### src/assert_macros.svh
// Assertion macros used by the scaler controller.
// Depends on nothing; define ASSERT_OFF to compile the checks away.
`ifndef ASSERT_MACROS_SVH
`define ASSERT_MACROS_SVH
`ifndef ASSERT_OFF
`define ASSERT_RST(label, clk, rst_n, prop, msg) \
    label: assert property (@(posedge clk) disable iff (!rst_n) prop) else $error(msg);
`define ASSERT_ALWAYS(label, clk, prop, msg) \
    label: assert property (@(posedge clk) prop) else $error(msg);
`else
`define ASSERT_RST(label, clk, rst_n, prop, msg)
`define ASSERT_ALWAYS(label, clk, prop, msg)
`endif
`endif

### src/afns_pkg.sv
// Shared types and constants of the aspect-fill nearest-neighbor scaler.
// Depends on nothing.
package afns_pkg;
    localparam int COL_W      = 8;
    localparam int ADDR_W     = 2 * COL_W;
    localparam int SRC_DIM    = 1 << COL_W;
    localparam int PIX_W      = 24;
    localparam int ARGB_W     = 32;
    localparam int TCOORD_W   = 10;
    localparam int SW_W       = 9;
    localparam int TW_W       = 11;
    localparam int FIT_W      = 20;
    localparam int CROP_W     = FIT_W - 1;
    localparam int DVD_W      = 30;
    localparam int CNT_W      = 5;
    localparam int CFG_IDX_W  = 3;
    localparam int CFG_DATA_W = 11;
    localparam int TDATA_W    = 64;

    localparam logic [ARGB_W-1:0] RED_ARGB     = 32'hFFFF0000;
    localparam logic [ARGB_W-1:0] OPAQUE_ALPHA = 32'hFF000000;

    localparam logic [CFG_IDX_W-1:0] CFG_SOURCE_WIDTH  = 3'd0;
    localparam logic [CFG_IDX_W-1:0] CFG_SOURCE_HEIGHT = 3'd1;
    localparam logic [CFG_IDX_W-1:0] CFG_TARGET_WIDTH  = 3'd2;
    localparam logic [CFG_IDX_W-1:0] CFG_TARGET_HEIGHT = 3'd3;
    localparam logic [CFG_IDX_W-1:0] CFG_DEBUG_FILL    = 3'd4;

    typedef enum logic [3:0] {
        S_IDLE, S_OP_SCALE, S_DIV_SCALE, S_FIT, S_OP_FITW, S_DIV_FITW,
        S_CROP, S_OP_X, S_DIV_X, S_OP_Y, S_DIV_Y, S_READ, S_OUT
    } t_state;

    typedef enum logic [1:0] {OP_SCALE, OP_FITW, OP_X, OP_Y} t_op;

    typedef struct packed {
        logic wr_mem;
        logic capture;
        t_op  op;
        logic div_start;
        logic store_q;
        logic calc_fit;
        logic calc_crop;
        logic rd_mem;
        logic load_out;
    } t_cmd;

    typedef struct packed {
        logic div_busy;
        logic div_done;
        logic by_width;
        logic debug;
        logic out_free;
    } t_sts;
endpackage

### src/afns_ctrl.sv
// Controller state machine that sequences writes and queries.
// Depends on afns_pkg and assert_macros.svh.
`include "assert_macros.svh"
module afns_ctrl (
    input  logic            i_clk,
    input  logic            i_rst_n,
    input  logic            i_valid,
    input  logic            i_mode,
    output logic            o_ready,
    input  afns_pkg::t_sts  i_sts,
    output afns_pkg::t_cmd  o_cmd
);
    import afns_pkg::*;

    t_state r_state;
    t_state n_state;
    logic   w_acc;

    assign w_acc   = i_valid && (r_state == S_IDLE);
    assign o_ready = (r_state == S_IDLE);

    always_ff @(posedge i_clk) begin
        if (!i_rst_n) begin
            r_state <= S_IDLE;
        end else begin
            r_state <= n_state;
        end
    end

    always_comb begin
        n_state = r_state;
        unique case (r_state)
            S_IDLE: begin
                if (w_acc && i_mode) begin
                    n_state = i_sts.debug ? S_OUT : S_OP_SCALE;
                end
            end
            S_OP_SCALE:  n_state = S_DIV_SCALE;
            S_DIV_SCALE: if (i_sts.div_done) n_state = S_FIT;
            S_FIT:       n_state = i_sts.by_width ? S_CROP : S_OP_FITW;
            S_OP_FITW:   n_state = S_DIV_FITW;
            S_DIV_FITW:  if (i_sts.div_done) n_state = S_CROP;
            S_CROP:      n_state = S_OP_X;
            S_OP_X:      n_state = S_DIV_X;
            S_DIV_X:     if (i_sts.div_done) n_state = S_OP_Y;
            S_OP_Y:      n_state = S_DIV_Y;
            S_DIV_Y:     if (i_sts.div_done) n_state = S_READ;
            S_READ:      n_state = S_OUT;
            S_OUT:       if (i_sts.out_free) n_state = S_IDLE;
            default:     n_state = S_IDLE;
        endcase
    end

    always_comb begin
        o_cmd = '0;
        o_cmd.op = OP_SCALE;
        unique case (r_state)
            S_IDLE: begin
                o_cmd.wr_mem  = w_acc && !i_mode;
                o_cmd.capture = w_acc && i_mode;
            end
            S_OP_SCALE:  o_cmd.div_start = 1'b1;
            S_DIV_SCALE: o_cmd.store_q = i_sts.div_done;
            S_FIT:       o_cmd.calc_fit = 1'b1;
            S_OP_FITW: begin
                o_cmd.op        = OP_FITW;
                o_cmd.div_start = 1'b1;
            end
            S_DIV_FITW: begin
                o_cmd.op      = OP_FITW;
                o_cmd.store_q = i_sts.div_done;
            end
            S_CROP:      o_cmd.calc_crop = 1'b1;
            S_OP_X: begin
                o_cmd.op        = OP_X;
                o_cmd.div_start = 1'b1;
            end
            S_DIV_X: begin
                o_cmd.op      = OP_X;
                o_cmd.store_q = i_sts.div_done;
            end
            S_OP_Y: begin
                o_cmd.op        = OP_Y;
                o_cmd.div_start = 1'b1;
            end
            S_DIV_Y: begin
                o_cmd.op      = OP_Y;
                o_cmd.store_q = i_sts.div_done;
            end
            S_READ:      o_cmd.rd_mem = 1'b1;
            S_OUT:       o_cmd.load_out = i_sts.out_free;
            default:     o_cmd = '0;
        endcase
    end

    `ASSERT_RST(a_start_when_free, i_clk, i_rst_n, o_cmd.div_start |-> !i_sts.div_busy, "divider restarted while busy")
    `ASSERT_RST(a_load_when_free, i_clk, i_rst_n, o_cmd.load_out |-> i_sts.out_free, "output word overwritten")
    `ASSERT_RST(a_debug_direct, i_clk, i_rst_n, (w_acc && i_mode && i_sts.debug) |=> (r_state == S_OUT), "debug query not sent to output")
endmodule

### config.mk
export PLATFORM = sky130hd
export DESIGN_NAME = afns_ctrl
export DESIGN_NICKNAME = d
export VERILOG_FILES = /design/src/afns_pkg.sv /design/src/afns_ctrl.sv
export VERILOG_INCLUDE_DIRS = /design/src /design/src/src
export SDC_FILE = /design/constraint.sdc
export NUM_CORES = 1
export LEC_CHECK = 0
export BUFFER_PORTS_ARGS = -buffer_cell sky130_fd_sc_hd__buf_2
export CAP_MARGIN = 20
export CORE_MARGIN = 3
export CORE_UTILIZATION = 35
export DETAILED_ROUTE_END_ITERATION = 6
export GPL_TIMING_DRIVEN = 0
export PLACE_DENSITY_LB_ADDON = 0.05
export RECOVER_POWER = 50
export SLEW_MARGIN = 20
export SYNTH_ARGS = -nofsm -noshare
export SYNTH_HDL_FRONTEND = slang
export SYNTH_SLANG_ARGS = --single-unit
export TNS_END_PERCENT = 10
### constraint.sdc
create_clock -name i_clk -period 1.7 [get_ports i_clk]
set_clock_uncertainty 0.05 [all_clocks]
set_input_delay 0.085 -clock i_clk [delete_from_list [all_inputs] [get_ports i_clk]]
set_output_delay 0.085 -clock i_clk [all_outputs]
set_load 0.1 [all_outputs]
==> out/metrics.json <==
{
  "status": {
    "run_status": "complete, no violations"
  },
  "global_route": {
    "grt_overflow": 0,
    "grt_util_all_layers": 0.129,
    "global_route_wire_length_before_repair_mm": 1.85,
    "grt_antenna_before_repair": 0,
    "grt_start_max_net_pins": 11,
    "first_global_vias": 434
  },
  "routing": {
    "drt_iter0_drc": 7,
    "drcViolationCount": 0,
    "postRouteAntennaNets": 0,
    "drt_pass1_iterations": 4,
    "vias_per_cell": 5.26,
    "detail_route.wirelength_mm": 1.14,
    "routed-via-count": 521,
    "wire_per_inst_um": 11.5
  },
  "timing": {
    "hold-worst-slack_ns": 0.0890,
    "final-max-slew-violation-count": 0,
    "maximum_clock_rate_ghz": 0.603,
    "setup_failing_eps_final": 0,
    "final_hold_violating_endpoints": 0,
    "finalCriticalPeriod_ns": 1.66,
    "final.period_utilization": 0.975,
    "max_slew_margin": 0.643,
    "setup_repair_after_global_routing_missed_its_margin": "true",
    "tightestPinTransition_ns": 0.538
  },
  "critical_path": {
    "worstPathArrival_ns": 1.52,
    "cp-end-kind": "output port",
    "worstReg2RegStart": "r_state[0]",
    "worst-setup-path-type": "reg -> out",
    "worst-endpoint-required_ns": 1.56,
    "crit_path_start": "r_state[2]",
    "cp-start-kind": "flop",
    "timing.critical_path.fanout_max": 7
  },
  "synthesis": {
    "seq_area_frac_synth": 0.174,
    "yosys.cell_types.count": 31,
    "synth.avg_cell_area_um2": 7.19,
    "synthArstFlopShare": 0,
    "synth_area_leader_cell": "dfxtp_1",
    "synth_top_cells_by_area": "dfxtp_1 (17%), nand2_1 (6.5%), nor2_1 (6.5%)",
    "synthesis.nets": 73,
    "synth_enable_flop_cells": 0,
    "count_of_warnings_emitted_by_yosys": 0,
    "yosys-top-cells-count": "nand2_1 (8), nor2_1 (8), dfxtp_1 (4), o21ai_0 (4)",
    "post_synth_instance_area_um2": 460,
    "post-synth-top-area-fraction": 0.174,
    "synth_flop_type": "dfxtp_1",
    "postSynthRegisterBits": 4,
    "synthesis.instances": 64
  },
  "clock_network": {
    "tritoncts.num_buffers": 3,
    "post_cts.repair.setup_buffers": 0,
    "tritoncts_num_sinks": 4,
    "ctsHoldBuffers": 0,
    "clockRootBuffer": "clkbuf_4",
    "clk_pin_slew_ns": 0.03,
    "tritoncts": "yes",
    "cts_buffer_depth": 2,
    "htreeDepth": 1,
    "clk-insertion-delay-late_ns": 0.23
  },
  "finish": {
    "drive_gt1_frac": 0.494,
    "biggestRegsByFlops": "r_state x4",
    "fillers": 104,
    "largest-register": "r_state",
    "antennaDiodeCount": 0,
    "multi_input_area_um2": 410,
    "layout.nets": 96,
    "regArea_um2": 83.8,
    "largest_reg_flops": 4,
    "layout-area-overhead-vs-synth_pct": 64.9
  },
  "place": {
    "numPortBuffers": 18,
    "hpwl_um": 868,
    "routabilityCongestion": 0.708
  },
  "floorplan": {
    "placeable_core_region_mm2": 0.00117,
    "starting_utilization_of_the_core_area": 0.393,
    "fp.dieW_um": 42.3,
    "rows": 12,
    "die_area_mm2": 0.00179,
    "dieHeight_um": 42.3,
    "io_pins": 20
  },
  "hold_path": {
    "hp-class": "in -> reg",
    "timing.hold.worst.start": "i_rst_n"
  },
  "run": {
    "drv_cap": 0
  }
}
per-layer routing:
layer | wire, um | global-route usage | vias up
met1 | 515 | 0.168 | 236
met3 | 44 | 0.0258 | 2
met2 | 571 | 0.213 | 11
li1 | - | - | 272
met4 | 10 | 0.0373 | 0
met5 | 0 | 0 | -
through the flow:
stage / worst slack [ns] / utilization / cells / area, um2 / setup TNS, ns
6_report: 0.0423 / 0.649 / 99 / 759 / 0
2_1_floorplan: -0.564 / - / 64 / 489 / -4.38
3_5_place_dp: -0.117 / 0.510 / 96 / 597 / -0.376
4_1_cts: 0.00200 / 0.595 / 99 / 697 / 0
3_3_place_gp: -0.118 / 0.510 / 96 / 597 / -0.370
5_1_grt: -0.0316 / 0.649 / 99 / 759 / -0.0739
layout make-up:
class	instances	share of cell area
clock buffers	3	0.0297
plain buffers	4	0.0428
multi-input cells	53	0.540
repair buffers	18	0.239
well taps	14	0.0231
inverters	3	0.0148
flip-flops and latches	4	0.110
worst max-delay path, stage by stage, from the launching register on:
cell	delay, ns
dfxtp_2	0.34
or2_4	0.27
nor3_4	0.26
nand2_2	0.11
nor2_4	0.13
buf_12	0.18
cell families after synthesis:
kind of cell,share of synthesized area
simple gates,0.438
flops,0.174
mux,0.0435
buf+inv,0.0598
compound gates,0.285
cell usage in the layout, fill, tap and decap left out, types with 2 or more instances in the layout:
cell type	instances
a21boi_1	2
a21oi_1	2
and2_1	2
buf_12	5
buf_2	7
buf_4	2
clkbuf_4	7
dfxtp_2	3
inv_1	3
nand2_1	7
nand2b_1	3
nor2_1	6
nor2_4	2
nor2b_1	2
nor3b_1	3
o21ai_0	2
o21ai_2	2
or2_4	2
final timing paths:
kind | endpoint | slack [ns] | cells past startpoint
worst max-delay path | o_cmd[9] | 0.04 | 5
worst min-delay path | r_state[1] | 0.09 | 2
worst max register to register | r_state[3] | 0.10 | 6
worst min register to register | r_state[0] | 0.60 | 3
what timing repair did:
action | CTS | global route
gates resized for setup | 25 | 14
endpoints found under the setup margin | 10 | 12
pin swaps | 0 | 3
Power is left out: the tool's default activity adds up to more than one toggle a clock period on the data nets, which glitch-free logic cannot reach.
